**src/rtl/ccs_pkg.sv**
```systemverilog
// ----------------------------------------------------------------------------
// Calendar clock package
// Shared types, event codes, reset values and segment tables for the
// calendar clock with seven-segment view.
// ----------------------------------------------------------------------------
package ccs_pkg;

    // Depth of the queue between the front and the back part.
    localparam int CCS_QUEUE_DEPTH = 2;

    // Event codes carried in the func field.
    localparam logic [2:0] FUNC_TICK       = 3'd0;
    localparam logic [2:0] FUNC_CLR_SEC    = 3'd1;
    localparam logic [2:0] FUNC_STEP_MIN   = 3'd2;
    localparam logic [2:0] FUNC_STEP_HOUR  = 3'd3;
    localparam logic [2:0] FUNC_STEP_DAY   = 3'd4;
    localparam logic [2:0] FUNC_STEP_MONTH = 3'd5;
    localparam logic [2:0] FUNC_STEP_YEAR  = 3'd6;
    localparam logic [2:0] FUNC_NONE       = 3'd7;

    // View codes.
    localparam logic [1:0] VIEW_TIME   = 2'd0;
    localparam logic [1:0] VIEW_DATE   = 2'd1;
    localparam logic [1:0] VIEW_NAME   = 2'd2;
    localparam logic [1:0] VIEW_UNUSED = 2'd3;

    // Separator codes between digit pairs.
    localparam logic [7:0] SEP_TIME = 8'h7F;
    localparam logic [7:0] SEP_DATE = 8'hBF;

    // Reset values of the clock.
    localparam logic [5:0] RST_SECOND = 6'd0;
    localparam logic [5:0] RST_MINUTE = 6'd0;
    localparam logic [4:0] RST_HOUR   = 5'd12;
    localparam logic [4:0] RST_DAY    = 5'd28;
    localparam logic [3:0] RST_MONTH  = 4'd5;
    localparam logic [6:0] RST_YEAR   = 7'd21;

    // Input beat.
    typedef struct packed {
        logic [2:0] func;
        logic [1:0] view;
    } item_t;

    // Result beat.
    typedef struct packed {
        logic [7:0] seg_digit0;
        logic [7:0] seg_digit1;
        logic [7:0] seg_digit2;
        logic [7:0] seg_digit3;
        logic [7:0] seg_digit4;
        logic [7:0] seg_digit5;
        logic [7:0] seg_digit6;
        logic [7:0] seg_digit7;
        logic [2:0] weekday;
    } result_t;

    // Classified event, as held in the queue.
    typedef struct packed {
        logic       tick;
        logic       clr_sec;
        logic       step_min;
        logic       step_hour;
        logic       step_day;
        logic       step_month;
        logic       step_year;
        logic [1:0] view;
    } op_t;

    // Clock and calendar counters.
    typedef struct packed {
        logic [5:0] second;
        logic [5:0] minute;
        logic [4:0] hour;
        logic [4:0] day;
        logic [3:0] month;
        logic [6:0] year;
    } clk_state_t;

    // What the display decoder needs for one result.
    typedef struct packed {
        clk_state_t st;
        logic [1:0] view;
    } snap_t;

    // Segment code of a decimal digit; values of ten and above wrap.
    function automatic logic [7:0] digit_seg(input logic [3:0] d);
        logic [3:0] v;
        v = (d >= 4'd10) ? d - 4'd10 : d;
        case (v)
            4'd0:    digit_seg = 8'hC0;
            4'd1:    digit_seg = 8'hF9;
            4'd2:    digit_seg = 8'hA4;
            4'd3:    digit_seg = 8'hB0;
            4'd4:    digit_seg = 8'h99;
            4'd5:    digit_seg = 8'h92;
            4'd6:    digit_seg = 8'h82;
            4'd7:    digit_seg = 8'hF8;
            4'd8:    digit_seg = 8'h80;
            4'd9:    digit_seg = 8'h90;
            default: digit_seg = 8'hC0;
        endcase
    endfunction

    // Weekday offset of a month; months outside the year use January's.
    function automatic logic [2:0] month_key(input logic [3:0] m);
        case (m)
            4'd2:    month_key = 3'd3;
            4'd3:    month_key = 3'd3;
            4'd4:    month_key = 3'd6;
            4'd5:    month_key = 3'd1;
            4'd6:    month_key = 3'd4;
            4'd7:    month_key = 3'd6;
            4'd8:    month_key = 3'd2;
            4'd9:    month_key = 3'd5;
            4'd10:   month_key = 3'd0;
            4'd11:   month_key = 3'd3;
            4'd12:   month_key = 3'd5;
            default: month_key = 3'd0;
        endcase
    endfunction

    // Segment code of one position of a weekday name, position 0 rightmost.
    function automatic logic [7:0] name_seg(input logic [2:0] wd, input logic [2:0] pos);
        logic [63:0] row;
        case (wd)
            3'd0:    row = 64'hFF_A1_A3_C8_CF_AB_C2_A3;
            3'd1:    row = 64'hFF_92_86_C2_C1_AB_A1_88;
            3'd2:    row = 64'hFF_FF_FF_87_86_AF_C6_88;
            3'd3:    row = 64'hFF_FF_98_C1_88_AF_87_88;
            3'd4:    row = 64'hFF_FF_98_C1_CF_AB_87_88;
            3'd5:    row = 64'hFF_FF_FF_92_86_89_87_88;
            3'd6:    row = 64'hFF_FF_92_88_83_88_A1_A3;
            default: row = 64'hFF_FF_FF_FF_FF_FF_FF_FF;
        endcase
        name_seg = row[{pos, 3'b000} +: 8];
    endfunction

endpackage

```
**src/rtl/ccs_front.sv**
```systemverilog
// ----------------------------------------------------------------------------
// Calendar clock front part
// Accepts event beats, classifies each into a set of update flags and a
// normalised view, and holds them in a short queue for the back part.
// ----------------------------------------------------------------------------
module ccs_front #(
    parameter int DEPTH = ccs_pkg::CCS_QUEUE_DEPTH
) (
    input  logic            clk,
    input  logic            rst_n,
    input  logic            item_valid,
    output logic            item_ready,
    input  ccs_pkg::item_t  item,
    output logic            op_valid,
    input  logic            op_ready,
    output ccs_pkg::op_t    op
);
    import ccs_pkg::*;

    localparam int PTR_W = (DEPTH > 1) ? $clog2(DEPTH) : 1;
    localparam int CNT_W = $clog2(DEPTH + 1);
    localparam logic [PTR_W-1:0] LAST_PTR = PTR_W'(DEPTH - 1);
    localparam logic [CNT_W-1:0] FULL_CNT = CNT_W'(DEPTH);

    op_t              queue_mem [DEPTH];
    logic [PTR_W-1:0] wr_ptr_reg, wr_ptr_next;
    logic [PTR_W-1:0] rd_ptr_reg, rd_ptr_next;
    logic [CNT_W-1:0] count_reg, count_next;
    op_t              op_in;
    logic             push, pop;

    // Classify the incoming event.
    always_comb
    begin
        op_in = '0;
        case (item.func)
            FUNC_TICK:       op_in.tick       = 1'b1;
            FUNC_CLR_SEC:    op_in.clr_sec    = 1'b1;
            FUNC_STEP_MIN:   op_in.step_min   = 1'b1;
            FUNC_STEP_HOUR:  op_in.step_hour  = 1'b1;
            FUNC_STEP_DAY:   op_in.step_day   = 1'b1;
            FUNC_STEP_MONTH: op_in.step_month = 1'b1;
            FUNC_STEP_YEAR:  op_in.step_year  = 1'b1;
            FUNC_NONE:       op_in.tick       = 1'b0;
            default:         op_in.tick       = 1'b0;
        endcase
        // The unused view code shows the time.
        op_in.view = (item.view == VIEW_UNUSED) ? VIEW_TIME : item.view;
    end

    assign item_ready = (count_reg != FULL_CNT);
    assign op_valid   = (count_reg != '0);
    assign op         = queue_mem[rd_ptr_reg];
    assign push       = item_valid && item_ready;
    assign pop        = op_valid && op_ready;

    // Queue pointers and fill count.
    always_comb
    begin
        wr_ptr_next = wr_ptr_reg;
        rd_ptr_next = rd_ptr_reg;
        count_next  = count_reg;
        if (push)
        begin
            wr_ptr_next = (wr_ptr_reg == LAST_PTR) ? '0 : wr_ptr_reg + PTR_W'(1);
        end
        if (pop)
        begin
            rd_ptr_next = (rd_ptr_reg == LAST_PTR) ? '0 : rd_ptr_reg + PTR_W'(1);
        end
        if (push && !pop)
        begin
            count_next = count_reg + CNT_W'(1);
        end
        else if (pop && !push)
        begin
            count_next = count_reg - CNT_W'(1);
        end
    end

    always_ff @(posedge clk or negedge rst_n)
    begin
        if (!rst_n)
        begin
            wr_ptr_reg <= '0;
            rd_ptr_reg <= '0;
            count_reg  <= '0;
        end
        else
        begin
            wr_ptr_reg <= wr_ptr_next;
            rd_ptr_reg <= rd_ptr_next;
            count_reg  <= count_next;
        end
    end

    // Queue storage.
    always_ff @(posedge clk)
    begin
        if (push)
        begin
            queue_mem[wr_ptr_reg] <= op_in;
        end
    end

endmodule

```
**src/rtl/ccs_back.sv**
```systemverilog
// ----------------------------------------------------------------------------
// Calendar clock back part
// Applies one classified event to the clock and calendar counters and
// holds the updated counters with the view until the result beat is taken.
// ----------------------------------------------------------------------------
module ccs_back (
    input  logic          clk,
    input  logic          rst_n,
    input  logic          op_valid,
    output logic          op_ready,
    input  ccs_pkg::op_t  op,
    output logic          result_valid,
    input  logic          result_ready,
    output ccs_pkg::snap_t snap
);
    import ccs_pkg::*;

    clk_state_t state_reg, state_next;
    logic [1:0] view_reg;
    logic       valid_reg, valid_next;
    logic       pop;

    // Length of the current month, with February in leap years.
    function automatic logic [4:0] month_len(input logic [3:0] m, input logic leap);
        case (m)
            4'd2:    month_len = leap ? 5'd29 : 5'd28;
            4'd4:    month_len = 5'd30;
            4'd6:    month_len = 5'd30;
            4'd9:    month_len = 5'd30;
            4'd11:   month_len = 5'd30;
            default: month_len = 5'd31;
        endcase
    endfunction

    assign op_ready     = !valid_reg || result_ready;
    assign pop          = op_valid && op_ready;
    assign result_valid = valid_reg;
    assign snap         = '{st: state_reg, view: view_reg};

    // Counter update for one event.
    always_comb
    begin
        logic [6:0] sec_inc;
        logic [6:0] min_inc;
        logic [5:0] hour_inc;
        logic [4:0] day_inc;
        logic [4:0] mon_inc;
        logic [7:0] year_inc;
        logic       day_carry;
        logic [6:0] year_stepped;

        state_next = state_reg;
        sec_inc    = {1'b0, state_reg.second} + 7'd1;
        min_inc    = {1'b0, state_reg.minute} + 7'd1;
        hour_inc   = {1'b0, state_reg.hour} + 6'd1;
        day_inc    = state_reg.day + 5'd1;
        mon_inc    = {1'b0, state_reg.month} + 5'd1;
        year_inc   = {1'b0, state_reg.year} + 8'd1;
        year_stepped = (year_inc > 8'd99) ? 7'd0 : year_inc[6:0];
        day_carry  = 1'b0;

        // Seconds tick with carry through minute and hour into the day.
        if (op.tick)
        begin
            if (sec_inc >= 7'd60)
            begin
                state_next.second = '0;
                if (min_inc >= 7'd60)
                begin
                    state_next.minute = '0;
                    if (hour_inc >= 6'd24)
                    begin
                        state_next.hour = '0;
                        day_carry       = 1'b1;
                    end
                    else
                    begin
                        state_next.hour = hour_inc[4:0];
                    end
                end
                else
                begin
                    state_next.minute = min_inc[5:0];
                end
            end
            else
            begin
                state_next.second = sec_inc[5:0];
            end
        end
        if (op.clr_sec)
        begin
            state_next.second = '0;
        end
        if (op.step_min)
        begin
            state_next.minute = (min_inc >= 7'd60) ? 6'd0 : min_inc[5:0];
        end
        if (op.step_hour)
        begin
            state_next.hour = (hour_inc >= 6'd24) ? 5'd0 : hour_inc[4:0];
        end

        // Day step, with month and year carry past the month's last day.
        if (op.step_day || day_carry)
        begin
            if ((day_inc > month_len(state_reg.month, state_reg.year[1:0] == 2'd0))
                || (day_inc == 5'd0))
            begin
                state_next.day = 5'd1;
                if (state_reg.month >= 4'd12)
                begin
                    state_next.month = 4'd1;
                    state_next.year  = year_stepped;
                end
                else
                begin
                    state_next.month = mon_inc[3:0];
                end
            end
            else
            begin
                state_next.day = day_inc;
            end
        end
        if (op.step_month)
        begin
            state_next.month = (mon_inc > 5'd12) ? 4'd1 : mon_inc[3:0];
        end
        if (op.step_year)
        begin
            state_next.year = year_stepped;
        end
    end

    // Result holding register: full until the downstream side takes it.
    always_comb
    begin
        valid_next = valid_reg;
        if (pop)
        begin
            valid_next = 1'b1;
        end
        else if (result_ready)
        begin
            valid_next = 1'b0;
        end
    end

    always_ff @(posedge clk or negedge rst_n)
    begin
        if (!rst_n)
        begin
            state_reg <= '{second: RST_SECOND, minute: RST_MINUTE, hour: RST_HOUR,
                           day: RST_DAY, month: RST_MONTH, year: RST_YEAR};
            valid_reg <= 1'b0;
        end
        else
        begin
            valid_reg <= valid_next;
            if (pop)
            begin
                state_reg <= state_next;
            end
        end
    end

    always_ff @(posedge clk)
    begin
        if (pop)
        begin
            view_reg <= op.view;
        end
    end

endmodule

```
**src/rtl/ccs_render.sv**
```systemverilog
// ----------------------------------------------------------------------------
// Calendar clock display decoder
// Works out the weekday from the held date and turns the held counters
// into eight active-low segment codes for the selected view.
// ----------------------------------------------------------------------------
module ccs_render (
    input  ccs_pkg::snap_t   snap,
    output ccs_pkg::result_t result
);
    import ccs_pkg::*;

    // Tens and units of a value below 128, by multiplying with 205/2048.
    function automatic logic [7:0] split10(input logic [6:0] v);
        logic [14:0] prod;
        logic [3:0]  q;
        logic [6:0]  r;
        prod    = 15'(v) * 15'd205;
        q       = prod[14:11];
        r       = v - 7'(q) * 7'd10;
        split10 = {q, r[3:0]};
    endfunction

    // Remainder by seven of an 8-bit value, folding on eight being one mod seven.
    function automatic logic [2:0] mod7(input logic [7:0] x);
        logic [4:0] s1;
        logic [3:0] s2;
        s1   = 5'(x[2:0]) + 5'(x[5:3]) + 5'(x[7:6]);
        s2   = 4'(s1[2:0]) + 4'(s1[4:3]);
        mod7 = (s2 >= 4'd7) ? 3'(s2 - 4'd7) : s2[2:0];
    endfunction

    logic [7:0] sec_bcd, min_bcd, hour_bcd, day_bcd, mon_bcd, year_bcd;
    logic [7:0] wd_sum;
    logic       jan_feb_leap;
    logic [2:0] wd;

    // Weekday from the date; January and February of a leap year lose one.
    always_comb
    begin
        jan_feb_leap = (snap.st.year[1:0] == 2'd0) &&
                       !(snap.st.month inside {[4'd3:4'd12]});
        wd_sum = 8'(month_key(snap.st.month)) + 8'(snap.st.day)
               + 8'(snap.st.year) + 8'(snap.st.year[6:2]) + 8'd6
               + (jan_feb_leap ? 8'd6 : 8'd0);
        wd = mod7(wd_sum);
    end

    assign sec_bcd  = split10({1'b0, snap.st.second});
    assign min_bcd  = split10({1'b0, snap.st.minute});
    assign hour_bcd = split10({2'b0, snap.st.hour});
    assign day_bcd  = split10({2'b0, snap.st.day});
    assign mon_bcd  = split10({3'b0, snap.st.month});
    assign year_bcd = split10(snap.st.year);

    // Segment codes for the selected view.
    always_comb
    begin
        result.weekday = wd;
        case (snap.view)
            VIEW_DATE:
            begin
                result.seg_digit0 = digit_seg(year_bcd[3:0]);
                result.seg_digit1 = digit_seg(year_bcd[7:4]);
                result.seg_digit2 = SEP_DATE;
                result.seg_digit3 = digit_seg(mon_bcd[3:0]);
                result.seg_digit4 = digit_seg(mon_bcd[7:4]);
                result.seg_digit5 = SEP_DATE;
                result.seg_digit6 = digit_seg(day_bcd[3:0]);
                result.seg_digit7 = digit_seg(day_bcd[7:4]);
            end
            VIEW_NAME:
            begin
                result.seg_digit0 = name_seg(wd, 3'd0);
                result.seg_digit1 = name_seg(wd, 3'd1);
                result.seg_digit2 = name_seg(wd, 3'd2);
                result.seg_digit3 = name_seg(wd, 3'd3);
                result.seg_digit4 = name_seg(wd, 3'd4);
                result.seg_digit5 = name_seg(wd, 3'd5);
                result.seg_digit6 = name_seg(wd, 3'd6);
                result.seg_digit7 = name_seg(wd, 3'd7);
            end
            default:
            begin
                result.seg_digit0 = digit_seg(sec_bcd[3:0]);
                result.seg_digit1 = digit_seg(sec_bcd[7:4]);
                result.seg_digit2 = SEP_TIME;
                result.seg_digit3 = digit_seg(min_bcd[3:0]);
                result.seg_digit4 = digit_seg(min_bcd[7:4]);
                result.seg_digit5 = SEP_TIME;
                result.seg_digit6 = digit_seg(hour_bcd[3:0]);
                result.seg_digit7 = digit_seg(hour_bcd[7:4]);
            end
        endcase
    end

endmodule

```
**src/rtl/calendar_clock_seven_segment_top.sv**
```systemverilog
// ----------------------------------------------------------------------------
// Calendar clock with seven-segment view
// Top level: front queue, counter update and display decoding.
// ----------------------------------------------------------------------------
// Each item beat is one clock event (seconds tick, clear seconds, or a step
// of minute, hour, day, month or year) together with a view choice; each
// produces exactly one result beat of eight active-low segment codes and the
// weekday, showing the clock after that event. The block takes one item beat
// per clock cycle while the front queue has room. A result beat is offered
// once its item has passed the front queue (QUEUE_DEPTH entries) and the
// counter update has loaded the register that holds the result until it is
// taken. While a result is held, the queue keeps taking beats until it is
// full. The date runs over 2000 to 2099 with every fourth year a leap year.
module calendar_clock_seven_segment_top #(
    parameter int QUEUE_DEPTH = ccs_pkg::CCS_QUEUE_DEPTH
) (
    input  logic             clk,
    input  logic             rst_n,
    input  logic             item_valid,
    output logic             item_ready,
    input  ccs_pkg::item_t   item,
    output logic             result_valid,
    input  logic             result_ready,
    output ccs_pkg::result_t result
);
    import ccs_pkg::*;

    op_t   op;
    logic  op_valid;
    logic  op_ready;
    snap_t snap;

    // Front part: classification and queue.
    ccs_front #(
        .DEPTH (QUEUE_DEPTH)
    ) u_front (
        .clk        (clk),
        .rst_n      (rst_n),
        .item_valid (item_valid),
        .item_ready (item_ready),
        .item       (item),
        .op_valid   (op_valid),
        .op_ready   (op_ready),
        .op         (op)
    );

    // Back part: counters and held result.
    ccs_back u_back (
        .clk          (clk),
        .rst_n        (rst_n),
        .op_valid     (op_valid),
        .op_ready     (op_ready),
        .op           (op),
        .result_valid (result_valid),
        .result_ready (result_ready),
        .snap         (snap)
    );

    // Display codes from the held counters.
    ccs_render u_render (
        .snap   (snap),
        .result (result)
    );

endmodule

```
**config.mk**
```make
export PLATFORM = sky130hd
export DESIGN_NAME = calendar_clock_seven_segment_top
export DESIGN_NICKNAME = d
export VERILOG_FILES = /design/src/rtl/ccs_pkg.sv /design/src/rtl/ccs_front.sv /design/src/rtl/ccs_back.sv /design/src/rtl/ccs_render.sv /design/src/rtl/calendar_clock_seven_segment_top.sv
export SDC_FILE = /design/constraint.sdc
export NUM_CORES = 1
export LEC_CHECK = 0
export BUFFER_PORTS_ARGS = -buffer_cell sky130_fd_sc_hd__buf_2
export CAP_MARGIN = 15
export CORE_MARGIN = 2
export CORE_UTILIZATION = 40
export CTS_BUF_LIST = sky130_fd_sc_hd__clkbuf_4
export DETAILED_ROUTE_END_ITERATION = 7
export GPL_TIMING_DRIVEN = 1
export PLACE_DENSITY = 0.54
export SKIP_LAST_GASP = 1
export SYNTH_ARGS = -nofsm -noshare
export SYNTH_HDL_FRONTEND = slang
export SYNTH_SLANG_ARGS = --single-unit
```
**constraint.sdc**
```tcl
create_clock -name clk -period 12.57 [get_ports clk]
set_clock_uncertainty 0.1 [all_clocks]
set_input_delay 2.514 -clock clk [delete_from_list [all_inputs] [get_ports clk]]
set_output_delay 2.514 -clock clk [all_outputs]
set_load 0.02 [all_outputs]
```
-- After elaboration in Yosys (flattened, before gate mapping)
Memories as Yosys holds them, arrays and structs flattened.
Cells that the tools add are included.
- multiplexer cells: 57
- reductions and logical operators: 38
- $add $sub $neg: 37
- multiply operators: 12
- magnitude comparators: 22
- equality and inequality tests: 21
- operator list (kind ; count):
    $pmux 55 s7 ; 1
    $pmux 64 s2 ; 1
    $mux 4 ; 15
    $mux 11 ; 3
    $ge 4x4->1 const B ; 8
    $mul 6x8->14 const B ; 2
    $reduce_bool 2->1 ; 14
    $sub 4x4->4 const B ; 7
    $mul 5x8->13 const B ; 2
    $mux 5 ; 5
    $mux 6 ; 4
    $sub 4x4->4 ; 6
    $mux 7 ; 3
    $eq 3x3->1 const B ; 6
    $mux 1 ; 18
    $mux 17 ; 1
    $mul 7x8->15 const B ; 1
    $add 6x1->7 const B ; 2
    $ge 7x6->1 const B ; 2
    $eq 3x2->1 const B ; 4
    $mul 4x8->12 const B ; 1
    $pmux 5 s2 ; 1
    $add 6x7->8 ; 1
    $add 7x1->8 const B ; 1
    50 further kinds ; 78
- memory bits (writable): 18
- input bits: 9
- memories kept: 14
- register bits after elaboration: 40
- ROM bits: 1392
- logic and storage cells: 212
- memories (name ; words ; width ; rd ports ; clocked after memory_dff ; write ports ; line ; source):
    (no name shown) ; 16 ; 7 ; 1 ; 0 ; 0 ; ccs_pkg.sv:90 ; case (v)
    (no name shown) ; 16 ; 7 ; 1 ; 0 ; 0 ; ccs_pkg.sv:90 ;
    (no name shown) ; 16 ; 7 ; 1 ; 0 ; 0 ; ccs_pkg.sv:90 ;
    (no name shown) ; 16 ; 7 ; 1 ; 0 ; 0 ; ccs_pkg.sv:90 ;
    (no name shown) ; 16 ; 7 ; 1 ; 0 ; 0 ; ccs_pkg.sv:90 ;
    (no name shown) ; 16 ; 7 ; 1 ; 0 ; 0 ; ccs_pkg.sv:90 ;
    +8 memories ; -- ; -- ; -- ; -- ; -- ; -- ;

-- Logic depth before layout (Yosys ltp)
Gate-level depths: netlist of run 1.
- depth in word-level cells: 14
- mapped depth: 38
- mapped depth without buffers: 36

-- Cells and area by module
Synthesis of run 1 repeated with hierarchy kept, for this count alone.
- cells, all modules: 1384
- area, all modules: 11813.8 µm²
- modules (own cells, without submodules) (module ; times used ; area an instance (µm²) ; cells an instance ; seq. area each (µm²)):
    ccs_render ; 1 ; 8413.1 ; 1038 ; 0.0
    ccs_back ; 1 ; 2474.9 ; 290 ; 923.4
    ccs_front ; 1 ; 925.9 ; 56 ; 640.6

-- Least setup slack after synthesis of run 1
No wires, ideal clock.
- kind: reg2out
- start point: reg u_back.state_reg, in the netlist u_back.snap[2]
- end point: out result[40] (netlist name)
- stages on the path, launching flop included: 33
- data arrival time: 8617 ps
- path slack: 1339 ps
- cell sequence: dfstp_2 -> clkbuf_1 -> inv_1 -> ha_1 -> o21ai_0 -> inv_1 -> fa_1 -> inv_1 -> fa_1 -> fa_1 -> inv_1 -> ha_1 -> inv_1 -> fa_1 -> inv_1 -> ha_1 -> fa_1 -> inv_1 -> fa_1 -> nor3_1 -> inv_1 -> fa_1 -> inv_1 -> ha_1 -> a21oi_1 -> xor2_1 -> inv_1 -> ha_1 -> a2111oi_2 -> a21oi_1 -> inv_1 -> a31oi_1 -> a221oi_1
- RTL lines (what ; line ; source):
    from (decl) ; ccs_back.sv:18 ; clk_state_t state_reg, state_next;
    from (signal assigned) ; ccs_back.sv:154 ; state_reg <= '{second: RST_SECOND, minute: RST_MINUTE, hour: RST_HOUR,
    from (signal assigned) ; ccs_back.sv:163 ; state_reg <= state_next;
    to (decl) ; calendar_clock_seven_segment_top.sv:24 ; output ccs_pkg::result_t result

==> summary.md, run 1 <==
| Metric | Value |
|---|---|
| Status | finished, final reports clean |
| Most used cell, CP | inv_1 |
| Share of layout cells above drive strength 1 | 0.109 |
| Fmax | 0.0827 GHz |
| Placeable Area | 0.0278 mm2 |
| CTS Buf Count | 9 |
| FF+latch count, synth | 58 |
| Die Y | 172 um |
| CP required | 9.96 ns |
| Crit path kind | flip-flop to output port |
| Worst r2r dst | u_back.snap[7] |
| Initial antenna violation count | 1 |
| Worst stage delay on the critical path | 0.71 ns |
| Layout area overhead | 8.31% |
| Wire length per cell | 15.7 um |
| Cell accounting for the most synthesized area | ha_1 |
| Max FFs per register | 33 |
| Largest cells by area after synthesis | ha_1 (28%), fa_1 (7.4%), dfrtp_1 (6.2%) |
| Deepest clock path buffer count | 2 |
| Global placer's final weighted congestion | 0.862 |
| Slew @ Worst Pin | 1.09 ns |
| Yosys warnings | 0 |
| Post-synth top area share | 0.283 |
| Max-Cap Viols | 0 |
| Dpl cells | 1730 |
| Syn Area/Cell | 8.65 um2 |
| Finished Layout Cells | 1749 |
| Slew headroom | 0.264 |
| Total number of vias | 9348 |
| Post-synth ARST share | 0.655 |
| # DRC | 0 |
| Clock Latency Late Sink | 0.45 ns |
| Largest net degree at the start of global routing | 39 |
| Top-count cell post-synth | ha_1 |
| Post-DP HPWL | 22.2 mm |
| Min Tclk post-route | 12.10 ns |
| Fin. max-slew vios | 0 |
| Period Utilization, post-route | 0.963 |
| Post-synth EDFFs | 20 |
| Hold Path End | u_front.wr_ptr_reg |
| # setup viols final | 0 |
| Final ANT Viol Nets | 0 |
| RSZ-0062 raised after global routing | yes |
| Reg clk slew, reported paths | 0.12 ns |
| WP buf/inv | 9 |
| Synth cell count leaders | ha_1 (256), inv_1 (172), nand2_1 (103), a21oi_1 (78), o21ai_0 (75) |
| Endpoints failing hold | 0 |
| Congestion Overflow GR | 0 |
| Die Area | 0.0296 mm2 |
| IO Count | 78 |
| Critical Path AT | 9.48 ns |
| CP delay by family, top | adder cells |
| Hold path cells | 1 |
| Total GRT Usage | 0.192 |
| Hold_sp | u_front.wr_ptr_reg |
| Rows | 61 |
| Fill cell count | 2806 |
| CP max FO | 13 |
| Worst reg2reg path depth | 12 |
| Ys flop type | dfrtp_1 |
| CTS sink count | 58 |
| Vias in the first global route | 9032 |
| Reg2Reg Launch Point | u_back.snap[9] |
| IO Port Bufs | 70 |
| CTS Root Cell | clkbuf_4 |
| Drt first-iter violations | 527 |
| CTS tree | yes |
| Tightest Hold Check Type | flip-flop to flip-flop |
| Starting Density | 0.407 |
| Worst setup EP type | output port |
| Critical Path Start Type | flip-flop |
| Synth Cell Area | 0.0113 mm2 |
| Register-to-register setup slack | 8.31 ns |
| Drt total wl | 27.4 mm |
| Slowest-stage cell, CP | o41ai_1 |
| Seq/Total Area, Yosys | 0.138 |
| Total iterations of the first detailed-routing run | 5 |
| First-pass GRT wire length | 45.7 mm |
| Synth Instances | 1306 |
| Count of cell types in the netlist | 94 |
| H-tree depth | 3 |
| Nets | 1672 |
| Die width | 172 um |
| Vias per Instance | 5.34 |
-- metal layers --
layer,GRT usage,wire [um],vias up
li1,-,-,4789
met5,0,0,-
met4,0.0424,348,0
met3,0.0284,996,21
met1,0.267,13600,4381
met2,0.317,12400,157
-- what timing repair did --
item,in CTS,in global routing
pin swaps,0,1
hold buffers,0,0
setup buffers,0,1
endpoints found under the setup margin,1,17
resized for setup,1,3
-- cells by family after synthesis --
group	Yosys count	share of synthesized area
AO/OA/AOI/OAI	331	0.206
XOR/XNOR	57	0.0491
adder cells (fa/ha/maj)	298	0.358
buffers and inverters	208	0.0728
flip-flops	58	0.138
multiplexers	44	0.0414
other	1	0.000332
AND/OR/NAND/NOR	309	0.134
-- area by class of cell --
type                       instances  area [um2]  share of cell area
antenna                            1        2.50            0.000204
inverter                         173         649              0.0530
clock buffer                       9        67.6             0.00552
multi-input combinational       1046        8970               0.733
timing repair buffer              77         415              0.0339
sequential                        58        1560               0.128
tap                              378         473              0.0386
clock inverter                     7         101             0.00828
-- how the worst max path moves through the flow --
stage                 endpoint  slack (ns)  depth (start not counted)            from
finish              result[15]        0.47                         31  u_back.snap[9]
global route        result[15]       -0.20                         31  u_back.snap[9]
floorplan           result[40]        1.34                         32  u_back.snap[2]
CTS                 result[40]        0.19                         32  u_back.snap[9]
detailed placement  result[40]        0.54                         32  u_back.snap[9]
global placement    result[40]        0.78                         32  u_back.snap[9]
-- cell usage in the layout, fill, tap and decap left out, types with 10 or more instances in the layout --
cell type	count
a211oi_1	14
a21o_1	16
a21oi_1	78
a31oi_1	16
buf_2	70
dfrtp_1	28
dfstp_2	10
edfxtp_1	20
fa_1	42
ha_1	256
inv_1	171
mux2i_1	33
nand2_1	103
nand2b_1	10
nand3_1	47
nor2_1	53
nor2b_1	12
nor3_1	18
o21ai_0	75
o221ai_1	11
o31ai_1	25
or2_2	10
xnor2_1	36
xor2_1	15
-- stage by stage --
step	setup slack (ns)	setup TNS, ns	util	hold WS, ns	area, um2
after global placement	0.781	0	0.432	0.382	12000
after detailed placement	0.537	0	0.432	0.381	12000
final	0.471	0	0.441	0.398	12200
after global routing	-0.196	-1.33	0.441	0.449	12200
after floorplan	1.34	0	-	0.361	11300
after CTS	0.189	0	0.439	0.402	12200
-- worst register-to-register path: stages (launching register included) --
cell and delay (ns):
dfstp_2 0.70, inv_1 0.22, ha_1 0.30, o21ai_0 0.27, nand2_1 0.08, nor2_1 0.10
ha_1 0.24, a2111oi_1 0.82, a31o_2 0.29, nand3_1 0.12, a21o_1 0.32, or2_0 0.39
o31ai_1 0.24
Power of run 1 is left out: the tool's default activity adds up to more than one toggle a clock period on the data nets, which glitch-free logic cannot reach.
==> inputs of run 2 (changes only) <==
--- a/config.mk
+++ b/config.mk
@@ -7,6 +7,7 @@
 export LEC_CHECK = 0
 export BUFFER_PORTS_ARGS = -buffer_cell sky130_fd_sc_hd__buf_2
 export CAP_MARGIN = 15
+export CORE_ASPECT_RATIO = 2
 export CORE_MARGIN = 2
 export CORE_UTILIZATION = 40
 export CTS_BUF_LIST = sky130_fd_sc_hd__clkbuf_4
==> constraint.sdc (replaced) <==
create_clock -name clk -period 12.57 [get_ports clk]
set_clock_uncertainty 0.1 [all_clocks]
set_input_delay 2.514 -clock clk [delete_from_list [all_inputs] [get_ports clk]]
set_output_delay 2.514 -clock clk [all_outputs]
set_load 0.01 [all_outputs]
==> summary.md, run 2 (synthesis results as in run 1) <==
| Metric | Value |
|---|---|
| Slew @ Worst Pin | 0.985 ns (-0.103 ns) |
| Register-to-register setup slack | 8.38 ns (+0.07 ns) |
| Die width | 123 um (-29%) |
| Reg clk slew, reported paths | 0.13 ns (about the same) |
| # setup viols final | 0 (unchanged) |
| Critical path launch point | u_back.snap[9] |
| Design Area, Final | 0.0122 mm2 (-0.22%) |
| Period Utilization, post-route | 0.967 (+0.00474) |
| Most frequent cells in the layout | ha_1 (256), inv_1 (171), nand2_1 (103) |
| Hold buffers post-CTS | 0 (unchanged) |
| Status | finished, final reports clean |
| CP required | 9.96 ns (about the same) |
| Place WS | 0.587 ns (+0.0498 ns) |
| Min Tclk post-route | 12.16 ns (+0.0596 ns) |
| Die Y | 242 um (+40%) |
| # DRC | 0 (unchanged) |
| H-tree depth | 3 (unchanged) |
| CTS sink count | 58 (unchanged) |
| CTS tree | yes |
| Critical Path Start Type | flip-flop |
| Post-DP HPWL | 22.6 mm (+1.7%) |
| Reg2Reg Launch Point | u_back.snap[9] |
| Die Area | 0.0297 mm2 (+0.28%) |
| Final ANT Viol Nets | 0 (unchanged) |
| Nets | 1672 (unchanged) |
| Deepest clock path buffer count | 2 (unchanged) |
| Global placer's final weighted congestion | 0.864 (+0.28%) |
| Endpoints failing hold | 0 (unchanged) |
| Tightest Hold Check Type | flip-flop to flip-flop |
| IO Port Bufs | 70 (unchanged) |
| Starting Density | 0.404 (-0.00282) |
| Congestion Overflow GR | 0 (unchanged) |
| Vias in the first global route | 9511 (+5.3%) |
| Fin. max-slew vios | 0 (unchanged) |
| Critical Path AT | 9.54 ns (+0.06 ns) |
| Wire length per cell | 16.0 um (+2.1%) |
| CTS Root Cell | clkbuf_4 |
| Total GRT Usage | 0.189 (-0.00327) |
| Vias per Instance | 5.53 (+3.4%) |
| Rows | 87 (+43%) |
| First-pass GRT wire length | 45.5 mm (-0.48%) |
| Fmax | 0.0822 GHz (-0.49%) |
| Placeable Area | 0.0280 mm2 (+0.70%) |
| Slowest-stage cell, CP | dfstp_2 |
| CTS Buf Count | 9 (unchanged) |
| Total number of vias | 9545 (+2.1%) |
| Fill cell count | 2777 (-1.0%) |
| Slew headroom | 0.333 (+0.0694) |
| Final Util | 0.437 (-0.00404) |
| Initial antenna violation count | 1 (unchanged) |
| Max FFs per register | 33 (unchanged) |
| Clock Latency Late Sink | 0.47 ns (+0.02 ns) |
| CP max FO | 13 (unchanged) |
| Layout area overhead | 8.07% |
| IO Count | 78 (unchanged) |
| Drt first-iter violations | 460 (-13%) |
| Drt total wl | 27.6 mm (+0.80%) |
| Worst reg2reg path depth | 12 (unchanged) |
| Total iterations of the first detailed-routing run | 7 (+2) |
| Worst setup EP type | output port |
| CP endpoint | result[40] |
| Worst r2r dst | u_back.snap[5] |
| Most common cell after layout, fill and taps aside | ha_1 |
| Max-Cap Viols | 0 (unchanged) |
| Share of layout cells above drive strength 1 | 0.109 (unchanged) |
| Placed Area | 0.0120 mm2 (-0.23%) |
| RSZ-0062 raised after global routing | yes |
| Crit path kind | flip-flop to output port |
| Worst stage delay on the critical path | 0.71 ns (about the same) |
| Setup ws final | 0.412 ns (-0.0596 ns) |
| Largest net degree at the start of global routing | 39 (unchanged) |
==> run 2: cell types whose count changed in the layout (fill, tap and decap cells not counted), sizes merged <==
cell      before  now
clkinv         2    4
inv          174  173
clkinvlp       2    0
bufinv         2    3
==> run 2: cell type report <==
| type | count | area, um2 | area share |
|---|---|---|---|
| Timing Repair Buffer | 77 | 403 | 0.0330 |
| Clock buffer | 9 | 67.6 | 0.00553 |
| Multi-Input combinational cell | 1046 | 8960 | 0.733 |
| Inverter | 173 | 649 | 0.0532 |
| Sequential cell | 58 | 1560 | 0.128 |
| Antenna cell | 1 | 2.50 | 0.000205 |
| Tap cell | 356 | 445 | 0.0365 |
| Clock inverter | 7 | 125 | 0.0102 |
==> run 2: metal layers <==
metal / vias to the layer above / routed length [um] / share of wire / global-route usage
li1: 4790 / - / - / -
met5: - / 0 / 0 / 0
met4: 0 / 938 / 0.034 / 0.0734
met2: 179 / 13500 / 0.49 / 0.327
met1: 4538 / 12100 / 0.44 / 0.233
met3: 38 / 1020 / 0.037 / 0.0248
==> run 2: what timing repair did <==
action,CTS,global route
setup endpoints to repair,1,7
pin swaps,0,1
buffers inserted,0,2
resized for setup,1,2
==> run 2: worst min path at each step <==
stage,from,depth (start not counted),to
detailed placement,u_back.result_valid,2,u_back.result_valid
CTS,u_front.wr_ptr_reg,1,u_front.wr_ptr_reg
global route,u_front.wr_ptr_reg,1,u_front.wr_ptr_reg
finish,u_front.wr_ptr_reg,1,u_front.wr_ptr_reg
floorplan,u_front.wr_ptr_reg,1,u_front.wr_ptr_reg
global placement,u_back.result_valid,2,u_back.result_valid
==> run 2: worst max-delay path, delay by kind of cell (launching register included) <==
| kind | cells | cell delay (ns) |
|---|---|---|
| AO/OA/AOI/OAI | 7 | 1.80 |
| buffers and inverters | 9 | 1.09 |
| adder cells (fa/ha/maj) | 12 | 4.62 |
| AND/OR/NAND/NOR | 2 | 0.41 |
| multiplexers | 1 | 0.43 |
| flip-flops | 1 | 0.71 |
==> run 2: per-stage QoR <==
stage,hold slack (ns),setup TNS [ns],cells
after floorplan,0.361,0,1312
after global placement,0.379,0,1708
after detailed placement,0.387,0,1708
after CTS,0.413,0,1724
after global routing,0.444,-0.263,1727
final,0.403,0,1727
Power of run 2 is left out for the same reason.
